$ cat src/hw/rtl/ckc_pkg.sv
`default_nettype none

package ckc_pkg;

    // Fixed field widths of the transaction ports
    localparam int MODE_W    = 2;
    localparam int KEY_W     = 32;
    localparam int FMT_W     = 8;
    localparam int ENTRY_W   = 64;
    localparam int SLOT_W    = 4;

    // Default sizing of the cache
    localparam int DEF_ENTRIES      = 16;
    localparam int DEF_PAYLOAD_BITS = 64;

    // Operation codes carried on the mode field
    typedef enum logic [MODE_W-1:0] {
        MODE_LOOKUP = 2'd0,
        MODE_STORE  = 2'd1,
        MODE_CLEAR  = 2'd2,
        MODE_UNUSED = 2'd3
    } mode_t;

endpackage

`default_nettype wire

$ cat src/hw/rtl/ckc_tag_array.sv
`default_nettype none

// Key and format tags in flops, compared against the lookup key in parallel.
// Only slots below the fill count take part; the lowest matching slot wins.
module ckc_tag_array
    import ckc_pkg::*;
#(
    parameter int ENTRIES = DEF_ENTRIES,
    parameter int IDX_W   = 4,
    parameter int CNT_W   = 5
) (
    input  wire logic             aclk,
    input  wire logic             wr_en,
    input  wire logic [IDX_W-1:0] wr_idx,
    input  wire logic [KEY_W-1:0] wr_key,
    input  wire logic [FMT_W-1:0] wr_fmt,
    input  wire logic [KEY_W-1:0] lk_key,
    input  wire logic [FMT_W-1:0] lk_fmt,
    input  wire logic [CNT_W-1:0] fill_count,
    output logic                  lk_hit,
    output logic      [IDX_W-1:0] lk_idx
);

    logic [KEY_W-1:0] key_reg [ENTRIES];
    logic [FMT_W-1:0] fmt_reg [ENTRIES];
    logic [ENTRIES-1:0] match;

    // Tag write, no reset: entries are only read once written
    always_ff @(posedge aclk) begin
        if (wr_en) begin
            key_reg[wr_idx] <= wr_key;
            fmt_reg[wr_idx] <= wr_fmt;
        end
    end

    // Per-slot compare, gated by the filled range
    always_comb begin
        for (int i = 0; i < ENTRIES; i++) begin
            match[i] = (CNT_W'(i) < fill_count) &&
                       (key_reg[i] == lk_key) && (fmt_reg[i] == lk_fmt);
        end
    end

    // Priority encode, lowest slot first
    always_comb begin
        lk_hit = 1'b0;
        lk_idx = '0;
        for (int i = ENTRIES - 1; i >= 0; i--) begin
            if (match[i]) begin
                lk_hit = 1'b1;
                lk_idx = IDX_W'(i);
            end
        end
    end

endmodule

`default_nettype wire

$ cat src/hw/rtl/ckc_payload_ram.sv
`default_nettype none

// Payload store: one write port, one read port with registered read data
module ckc_payload_ram
    import ckc_pkg::*;
#(
    parameter int ENTRIES      = DEF_ENTRIES,
    parameter int IDX_W        = 4,
    parameter int PAYLOAD_BITS = DEF_PAYLOAD_BITS
) (
    input  wire logic                    aclk,
    input  wire logic                    wr_en,
    input  wire logic [IDX_W-1:0]        wr_addr,
    input  wire logic [PAYLOAD_BITS-1:0] wr_data,
    input  wire logic                    rd_en,
    input  wire logic [IDX_W-1:0]        rd_addr,
    output logic      [PAYLOAD_BITS-1:0] rd_data
);

    logic [PAYLOAD_BITS-1:0] mem [ENTRIES];
    logic [PAYLOAD_BITS-1:0] rd_data_reg;

    always_ff @(posedge aclk) begin
        if (wr_en) begin
            mem[wr_addr] <= wr_data;
        end
    end

    // Read data holds while the result stage is stalled
    always_ff @(posedge aclk) begin
        if (rd_en) begin
            rd_data_reg <= mem[rd_addr];
        end
    end

    assign rd_data = rd_data_reg;

endmodule

`default_nettype wire

$ cat src/hw/rtl/color_key_cache_round_robin_top.sv
`default_nettype none

// Channel   Ports                                             Direction
// input     s_valid s_ready s_mode s_color_key                 in
//           s_format_code s_entry_in
// result    m_valid m_ready m_hit m_entry_out m_slot_used      out
//
// Two register stages: an input register, then the result register.
// One transaction is taken every cycle while m_ready does not stall the
// result stage, the compare and priority encode of all slots plus
// the fill count and pointer update sitting between the two stages.
// aresetn (synchronous, active low) empties both stages and clears the
// fill count and replacement pointer; stored entries are left as they are.
// A stall on m_ready holds the result and backs up into s_ready.
module color_key_cache_round_robin_top
    import ckc_pkg::*;
#(
    parameter int ENTRIES      = DEF_ENTRIES,
    parameter int PAYLOAD_BITS = DEF_PAYLOAD_BITS
) (
    input  wire logic               aclk,
    input  wire logic               aresetn,
    input  wire logic               s_valid,
    output logic                    s_ready,
    input  wire logic [MODE_W-1:0]  s_mode,
    input  wire logic [KEY_W-1:0]   s_color_key,
    input  wire logic [FMT_W-1:0]   s_format_code,
    input  wire logic [ENTRY_W-1:0] s_entry_in,
    output logic                    m_valid,
    input  wire logic               m_ready,
    output logic                    m_hit,
    output logic      [ENTRY_W-1:0] m_entry_out,
    output logic      [SLOT_W-1:0]  m_slot_used
);

    localparam int IDX_W = (ENTRIES > 1) ? $clog2(ENTRIES) : 1;
    localparam int CNT_W = $clog2(ENTRIES + 1);
    localparam int EXT_W = (IDX_W > SLOT_W) ? IDX_W : SLOT_W;

    // Input stage
    logic                    in_valid_reg;
    mode_t                   in_mode_reg;
    logic [KEY_W-1:0]        in_key_reg;
    logic [FMT_W-1:0]        in_fmt_reg;
    logic [PAYLOAD_BITS-1:0] in_payload_reg;

    // Cache control state
    logic [CNT_W-1:0] fill_reg, fill_next;
    logic [IDX_W-1:0] ptr_reg, ptr_next;

    // Result stage
    logic             out_valid_reg;
    logic             out_hit_reg, out_hit_next;
    logic [IDX_W-1:0] out_slot_reg, out_slot_next;

    logic                    advance;
    logic                    take_in;
    logic                    do_store;
    logic                    lk_hit;
    logic [IDX_W-1:0]        lk_idx;
    logic [IDX_W-1:0]        store_idx;
    logic [PAYLOAD_BITS-1:0] rd_data;
    logic [EXT_W-1:0]        slot_ext;

    assign advance  = !out_valid_reg || m_ready;
    assign s_ready  = !in_valid_reg || advance;
    assign take_in  = s_valid && s_ready;
    assign do_store = in_valid_reg && advance && (in_mode_reg == MODE_STORE);

    // Input register
    always_ff @(posedge aclk) begin
        if (!aresetn) begin
            in_valid_reg <= 1'b0;
        end else if (s_ready) begin
            in_valid_reg <= s_valid;
        end
    end

    always_ff @(posedge aclk) begin
        if (take_in) begin
            in_mode_reg    <= mode_t'(s_mode);
            in_key_reg     <= s_color_key;
            in_fmt_reg     <= s_format_code;
            in_payload_reg <= s_entry_in[PAYLOAD_BITS-1:0];
        end
    end

    // Slot choice for a store: next free slot, else round robin
    always_comb begin
        fill_next = fill_reg;
        ptr_next  = ptr_reg;
        if (fill_reg < CNT_W'(ENTRIES)) begin
            store_idx = IDX_W'(fill_reg);
        end else begin
            store_idx = ptr_reg;
        end
        if (in_valid_reg && advance) begin
            case (in_mode_reg)
                MODE_STORE: begin
                    if (fill_reg < CNT_W'(ENTRIES)) begin
                        fill_next = fill_reg + CNT_W'(1);
                    end else if (ptr_reg == IDX_W'(ENTRIES - 1)) begin
                        ptr_next = '0;
                    end else begin
                        ptr_next = ptr_reg + IDX_W'(1);
                    end
                end
                MODE_CLEAR: begin
                    fill_next = '0;
                    ptr_next  = '0;
                end
                default: begin
                end
            endcase
        end
    end

    always_ff @(posedge aclk) begin
        if (!aresetn) begin
            fill_reg <= '0;
            ptr_reg  <= '0;
        end else begin
            fill_reg <= fill_next;
            ptr_reg  <= ptr_next;
        end
    end

    ckc_tag_array #(
        .ENTRIES (ENTRIES),
        .IDX_W   (IDX_W),
        .CNT_W   (CNT_W)
    ) u_tags (
        .aclk       (aclk),
        .wr_en      (do_store),
        .wr_idx     (store_idx),
        .wr_key     (in_key_reg),
        .wr_fmt     (in_fmt_reg),
        .lk_key     (in_key_reg),
        .lk_fmt     (in_fmt_reg),
        .fill_count (fill_reg),
        .lk_hit     (lk_hit),
        .lk_idx     (lk_idx)
    );

    ckc_payload_ram #(
        .ENTRIES      (ENTRIES),
        .IDX_W        (IDX_W),
        .PAYLOAD_BITS (PAYLOAD_BITS)
    ) u_payload (
        .aclk    (aclk),
        .wr_en   (do_store),
        .wr_addr (store_idx),
        .wr_data (in_payload_reg),
        .rd_en   (advance),
        .rd_addr (lk_idx),
        .rd_data (rd_data)
    );

    // Result fields for the transaction in the input stage
    always_comb begin
        out_hit_next  = 1'b0;
        out_slot_next = '0;
        case (in_mode_reg)
            MODE_LOOKUP: begin
                out_hit_next  = lk_hit;
                out_slot_next = lk_hit ? lk_idx : '0;
            end
            MODE_STORE: begin
                out_slot_next = store_idx;
            end
            default: begin
            end
        endcase
    end

    // Result register
    always_ff @(posedge aclk) begin
        if (!aresetn) begin
            out_valid_reg <= 1'b0;
        end else if (advance) begin
            out_valid_reg <= in_valid_reg;
        end
    end

    always_ff @(posedge aclk) begin
        if (advance) begin
            out_hit_reg  <= out_hit_next;
            out_slot_reg <= out_slot_next;
        end
    end

    assign slot_ext    = EXT_W'(out_slot_reg);
    assign m_valid     = out_valid_reg;
    assign m_hit       = out_hit_reg;
    assign m_entry_out = out_hit_reg ? ENTRY_W'(rd_data) : '0;
    assign m_slot_used = slot_ext[SLOT_W-1:0];

endmodule

`default_nettype wire
$ cat config.mk
export PLATFORM = sky130hd
export DESIGN_NAME = color_key_cache_round_robin_top
export DESIGN_NICKNAME = d
export VERILOG_FILES = /design/src/hw/rtl/ckc_pkg.sv /design/src/hw/rtl/ckc_tag_array.sv /design/src/hw/rtl/ckc_payload_ram.sv /design/src/hw/rtl/color_key_cache_round_robin_top.sv
export SDC_FILE = /design/constraint.sdc
export NUM_CORES = 2
export LEC_CHECK = 0
export ABC_AREA = 1
export BUFFER_PORTS_ARGS = -buffer_cell sky130_fd_sc_hd__buf_2
export CAP_MARGIN = 5
export CORE_UTILIZATION = 40
export CTS_CLUSTER_DIAMETER = 30
export CTS_CLUSTER_SIZE = 28
export DETAILED_ROUTE_END_ITERATION = 16
export PLACE_DENSITY = 0.57
export SYNTH_ARGS = -nofsm -noshare
export SYNTH_HDL_FRONTEND = slang
export SYNTH_SLANG_ARGS = --single-unit
$ cat constraint.sdc
create_clock -name aclk -period 8.2 [get_ports aclk]
set_input_delay 1.23 -clock aclk [delete_from_list [all_inputs] [get_ports aclk]]
set_output_delay 1.23 -clock aclk [all_outputs]
set_load 0.005 [all_outputs]
# After elaboration in Yosys (flattened, before gate mapping)
# Memory sizes are Yosys's and may differ from the RTL's. A register that Yosys moved wholly into a read port is not among the register bits.
# Index checks and enable logic that the tools add are counted.
# W data, S select, Z words.
# totals
ff_bits,122
latchBits,0
ramBits,1664
rom_bits,0
inputBits,110
output_inout_bits,71
wordCells,155
memories,3
# classes
add_sub_neg,2
mul,0
div_mod_pow,0
n_lt_le_gt_ge,17
eq_ne,37
shift,0
mux,43
bitwise,0
n_reduce_logical,43
# mem_list
name,words,width,read_ports,rd_ports_with_merged_regs,write_ports,line,rtl
u_payload.mem,16,64,1,1,1,ckc_payload_ram.sv:20,logic [PAYLOAD_BITS-1:0] mem [ENTRIES];
u_tags.key_reg,16,32,16,0,1,ckc_tag_array.sv:24,logic [KEY_W-1:0] key_reg [ENTRIES];
u_tags.fmt_reg,16,8,16,0,1,ckc_tag_array.sv:25,logic [FMT_W-1:0] fmt_reg [ENTRIES];
# ops
cell,count
$eq A32 B32 Y1,16
$eq A8 B8 Y1,16
$mux W4,20
$mux W64,1
$lt A4 B5 Y1 const A,8
$logic_and A1 B1 Y1,35
$lt A3 B5 Y1 const A,4
$mux W1,18
$pmux W4 S2,2
$lt A1 B5 Y1 const A,2
$lt A2 B5 Y1 const A,2
$pmux W5 S2,1
$reduce_and A3 Y1,2
$add A5 B1 Y5 const B,1
$lt A5 B5 Y1 const B,1
$mux W5,1
$add A4 B1 Y4 const B,1
$eq A4 B4 Y1 const B,1
$eq A2 B1 Y1 const B,1
$eq A2 B2 Y1 const B,1
$logic_not A1 Y1,2
$logic_not A2 Y1,1
$logic_or A1 B1 Y1,2
$ne A2 B1 Y1 const B,1
2 further kinds,2

# Logic depth before layout (Yosys ltp)
# depth
depth_word,21
depth_mapped,34
ltp_nobuf,31

# By module
# A second synthesis with hierarchy kept.
# unflattened
cells_unflattened,6687
hier_area_um2,78363.9
# modules_own_cells
module,instances,cells_each,area_per_inst_um2,seq_area_each_um2
ckc_payload_ram,1,4212,45871.5,32671.3
ckc_tag_array,1,2112,27874.2,19218.4
color_key_cache_round_robin_top,1,363,4618.2,3553.4

# Least setup slack after synthesis
# Ideal clock, no wire load.
# synth_path
path_kind,input to register
start,in m_ready
end,"mem u_payload.mem[4][0] in the netlist's numbering, enable pin"
setup_ns,0.568
t_arrival_ns,7.993
required_time_ns,7.632
slack_ns,-0.361
stages,6
n_path_buf,0
cell_sequence,inv_1 nand2_1 nand2_1 nor2_1 nand3_1 nor2_1
# synth_via
elab_chain_cells,5
# synth_lines
item,line,rtl
from (decl),color_key_cache_round_robin_top.sv:30,"input wire logic m_ready,"
$logic_or A1 B1 Y1,color_key_cache_round_robin_top.sv:65,assign advance = !out_valid_reg || m_ready;
via advance,color_key_cache_round_robin_top.sv:56,logic advance;
$logic_and A1 B1 Y1 (2 in series),color_key_cache_round_robin_top.sv:68,assign do_store = in_valid_reg && advance && (in_mode_reg == MODE_STORE);
$mux W1,ckc_payload_ram.sv:24,if (wr_en) begin
$mux W1 (implied by the code),ckc_payload_ram.sv:25,mem[wr_addr] <= wr_data;
to (decl),ckc_payload_ram.sv:20,
# The timed path passes the listed nets, and every way through them passes these cells.

# Worst setup path after layout
# layout_path
start,reg in_key_reg[25]
end,"reg u_payload.rd_data_reg[14], in the netlist u_payload.rd_data[14] (read register of u_payload.mem), data pin"
# layout_via
elab_chain_cells,19
word_cells_on_any_way,64
classes_between,eq/ne (16); mux (16); reduce/logical (32)
# layout_lines
item,line,rtl
from (decl),color_key_cache_round_robin_top.sv:43,logic [KEY_W-1:0] in_key_reg;
from (signal assigned),color_key_cache_round_robin_top.sv:82,in_key_reg <= s_color_key;
$eq A32 B32 Y1,ckc_tag_array.sv:40,(key_reg[i] == lk_key) && (fmt_reg[i] == lk_fmt);
$logic_and A1 B1 Y1,ckc_tag_array.sv:39,match[i] = (CNT_W'(i) < fill_count) &&
$logic_and A1 B1 Y1,ckc_tag_array.sv:40,
$mux W4 (15 in series),ckc_tag_array.sv:49,if (match[i]) begin
$mux W4 (*),ckc_tag_array.sv:49,
to (decl),ckc_payload_ram.sv:21,logic [PAYLOAD_BITS-1:0] rd_data_reg;
# Every way passes the cells marked *; elsewhere a longest branch is shown, timed or not.
# A chain may end at the register's enable or synchronous reset.

==> reports/qor.yml <==
status:
  outcome: "complete, no violations"
grt:
  grt-ovfl-total: 0
  grt_usage_pct: 26.2
  antenna_found_initial: 13
  grt_pass1_wl_mm: 389
  grt_max_degree: 172
  grt_pass1_vias: 56050
clock_network:
  cts-htree-levels: 5
  clock-root-buffer: "clkbuf_16"
  clk_pin_slew_ns: 0.05
  clk_path_buf_depth: 4
  clock_latency_ns: 0.99
  tritoncts: "built"
  cts_resized: 0
  post_cts_buffers: 0
  cts_made_buffers: 429
  ctsHoldBuffers: 0
  cts_sinks: 1850
flow_run:
  cap_violations: 0
place:
  dpl_cell_area_mm2: 0.0850
  dp.cells: 9708
  gp_congestion: 0.925
  port_buffers: 180
  dp_hpwl_mm: 147
synthesis:
  async_flop_share_pct: 0
  synth_ff_type: "edfxtp_1"
  synth_edf_count: 1839
  avgSynthCellArea_um2: 11.4
  syn-cell-area_mm2: 0.0810
  synth_cell_types: 46
  synth_seq_cells: 1850
  synth_nets: 7191
  syn_inst: 7079
  seq_area_frac_synth_pct: 68.4
  yosysWarnings: 0
pwr:
  combPwrFrac_pct: 2.6
  power_uw: 28500
  cellPowerDensity_mw_per_mm2: 286
  irDropWorstVdd_mv: 0.197
  pwr-share-seq_pct: 37.2
  internal_power_uw: 22500
  p_switching_uw: 5950
  p_leak_uw: 0.0383
  switching_share_pct: 20.9
  clockPowerShare_pct: 60.2
floorplanning:
  start_util_pct: 40.4
  placementRows: 164
  fp.dieH_um: 452
  die_w_um: 452
  die_area_mm2: 0.204
  coreArea_mm2: 0.200
  ios: 181
layout:
  final_cell_mix: "edfxtp_1, nand2_1, nand3_1, inv_1, clkbuf_16"
  final_common_cell: "edfxtp_1"
  drive_gt1_share_pct: 14.8
  fin_nets: 7595
  seqCellArea_mm2: 0.0554
  final_util_pct: 49.7
  instances_no_fill: 10491
  multiInputGateArea_mm2: 0.0218
  syn_to_final_growth_pct: 22.9
  largest_register_ffs: 1024
  fillCellCount: 17401
  stdcell_area_mm2: 0.0996
sta:
  finalCritPeriodShare_pct: 73.6
  timing_hold_violations_final: 0
  rsz0062_at_grt: "no"
  drv_slew: 0
  tns_ns: 0
  worst_pin_slew_ns: 1.30
  setup-violations-final: 0
  max_freq_ghz: 0.166
  period_needed_ns: 6.04
  slew-limit-headroom_pct: 13.4
  worst_clock_skew_ns: 0.115
setup_path:
  arrival_ns: 6.77
  cp_max_fo: 100
  start_kind: "flip-flop"
  crit_path_frequent_cell: "nand2_1"
  r2r-start: "in_key_reg[25]"
  endpoint_kind: "flip-flop"
  critical_path_class: "reg -> reg"
  crit_chain: "buf_4, xnor2_1, nand4_1, nor3_1, nand4_1, nand2_1, nand2_1, nand2_1, nand2_1, nand2_1, nand2_1, nand2_1, nand2_1, nand2_1, nand2_1, nand2_8, nand2_8, buf_4, nand2_1, nand2_1, nand2_1, nand3_1, nand3_1, nand2_1"
  cpPeakStageDelay_ns: 1.07
  worst-path-buf-inv: 2
  slowest_stage: "edfxtp_1"
  rr_endpoint: "u_payload.rd_data[14]"
  cp_top_family: "simple AND/OR/NAND/NOR gates"
  worstPathRequired_ns: 8.93
  rr_worst_depth: 24
  reg2reg_slack_ns: 2.16
drt:
  via_count: 57415
  vias_per_cell: 5.47
  drc_errors: 0
  wl_per_cell_um: 25.9
  routed_wirelength_mm: 272
  firstDrtPassIters: 6
  drt_iter0_drc: 6594
  ant_nets: 0
min_path:
  min_path_cells: 1
  min_from: "s_entry_in[43]"
  hold_path_class: "in -> reg"
  min_to: "in_payload_reg[43]"
cell type report:
cell class,instances,share of cell area (%)
tap,2656,3.34
sequential,1850,55.7
clock inverter,294,3.48
timing repair buffer,322,2.29
clock buffer,480,11.1
inverter,583,2.21
multi-input combinational,4297,21.8
antenna,9,0.0226
synth_stat cells, types with 3 or more instances:
library cell | count | area [um2]
nand2_1 | 1829 | 6870
nor3b_1 | 5 | 37.5
buf_4 | 41 | 308
nand3_1 | 1044 | 5230
inv_1 | 569 | 2140
or2_1 | 6 | 37.5
a21oi_1 | 12 | 60.1
o2111ai_1 | 9 | 78.8
inv_2 | 14 | 52.6
xor2_1 | 114 | 998
nor2_1 | 237 | 890
clkbuf_1 | 94 | 353
dfxtp_1 | 11 | 220
or3_1 | 3 | 18.8
and2_1 | 8 | 50.1
xnor2_1 | 306 | 2680
buf_6 | 25 | 282
and3_1 | 6 | 37.5
nand3b_1 | 138 | 1040
nand2_2 | 3 | 18.8
o21ai_1 | 25 | 125
a31oi_1 | 3 | 18.8
nor3_1 | 59 | 295
edfxtp_1 | 1839 | 55200
o21ai_0 | 50 | 250
nor4_1 | 66 | 413
nand4_1 | 222 | 1390
buf_1 | 24 | 90.1
nor4b_1 | 5 | 43.8
or2_2 | 124 | 776
buf_2 | 163 | 816
worst register-to-register path: stages (launching register included):
cell and delay, ns:
edfxtp_1 1.07, buf_4 0.50, xnor2_1 0.25, nand4_1 0.14
nor3_1 0.17, nand4_1 0.45, nand2_1 0.21, nand2_1 0.06
nand2_1 0.05, nand2_1 0.11, nand2_1 0.08, nand2_1 0.09
nand2_1 0.07, nand2_1 0.05, nand2_1 0.06, nand2_1 0.12
nand2_8 0.51, nand2_8 0.64, buf_4 0.65, nand2_1 0.17
nand2_1 0.06, nand2_1 0.06, nand3_1 0.10, nand3_1 0.11
nand2_1 0.09
per-layer routing:
metal  up-vias  share of wire, %  global-route usage [%]
met5         -            0.0059                       0
met4         4               3.2                    9.58
met3       516               9.1                    4.79
met2      2964                46                    41.3
met1     28471                42                    36.2
li1      25460                 -                       -
power by group through the flow:
stage	combinational, uW	sequential [uW]	clock [uW]
global route	761	10600	17800
detailed placement	716	10800	0
global placement	717	10800	0
CTS	720	10600	17300
finish	730	10600	17200
floorplan	349	10700	0
how the worst max path moves through the flow:
stage	startpoint	to	cells after the start
after detailed placement	in_key_reg[25]	u_payload.rd_data[13]	24
after CTS	in_key_reg[22]	u_payload.rd_data[14]	23
after global routing	fill_reg[4]	u_payload.rd_data[19]	27
final	in_key_reg[25]	u_payload.rd_data[14]	24
after global placement	in_key_reg[22]	u_payload.rd_data[13]	23
after floorplan	m_ready	u_payload.mem[4][0]	6
kinds of logic (layout without fill, tap and decap cells):
| family | count (synthesis) | count (layout) | synth area share (%) |
|---|---|---|---|
| compound gates | 113 | 113 | 0.794 |
| xor+xnor | 420 | 420 | 4.54 |
| fa+ha+maj | 2 | 2 | 0.0309 |
| buf+inv | 932 | 1679 | 4.99 |
| flops | 1850 | 1850 | 68.4 |
| other cells | 0 | 9 | 0 |
| simple gates | 3762 | 3762 | 21.2 |
through the flow:
stage / worst slack, ns / hold slack, ns
after floorplan: -0.361 / 0.465
after global placement: 2.21 / 0.493
after detailed placement: 2.22 / 0.505
after CTS: 2.26 / 0.355
after global routing: 1.89 / 0.381
final: 2.16 / 0.416
Power figures use the tool's default switching activity.
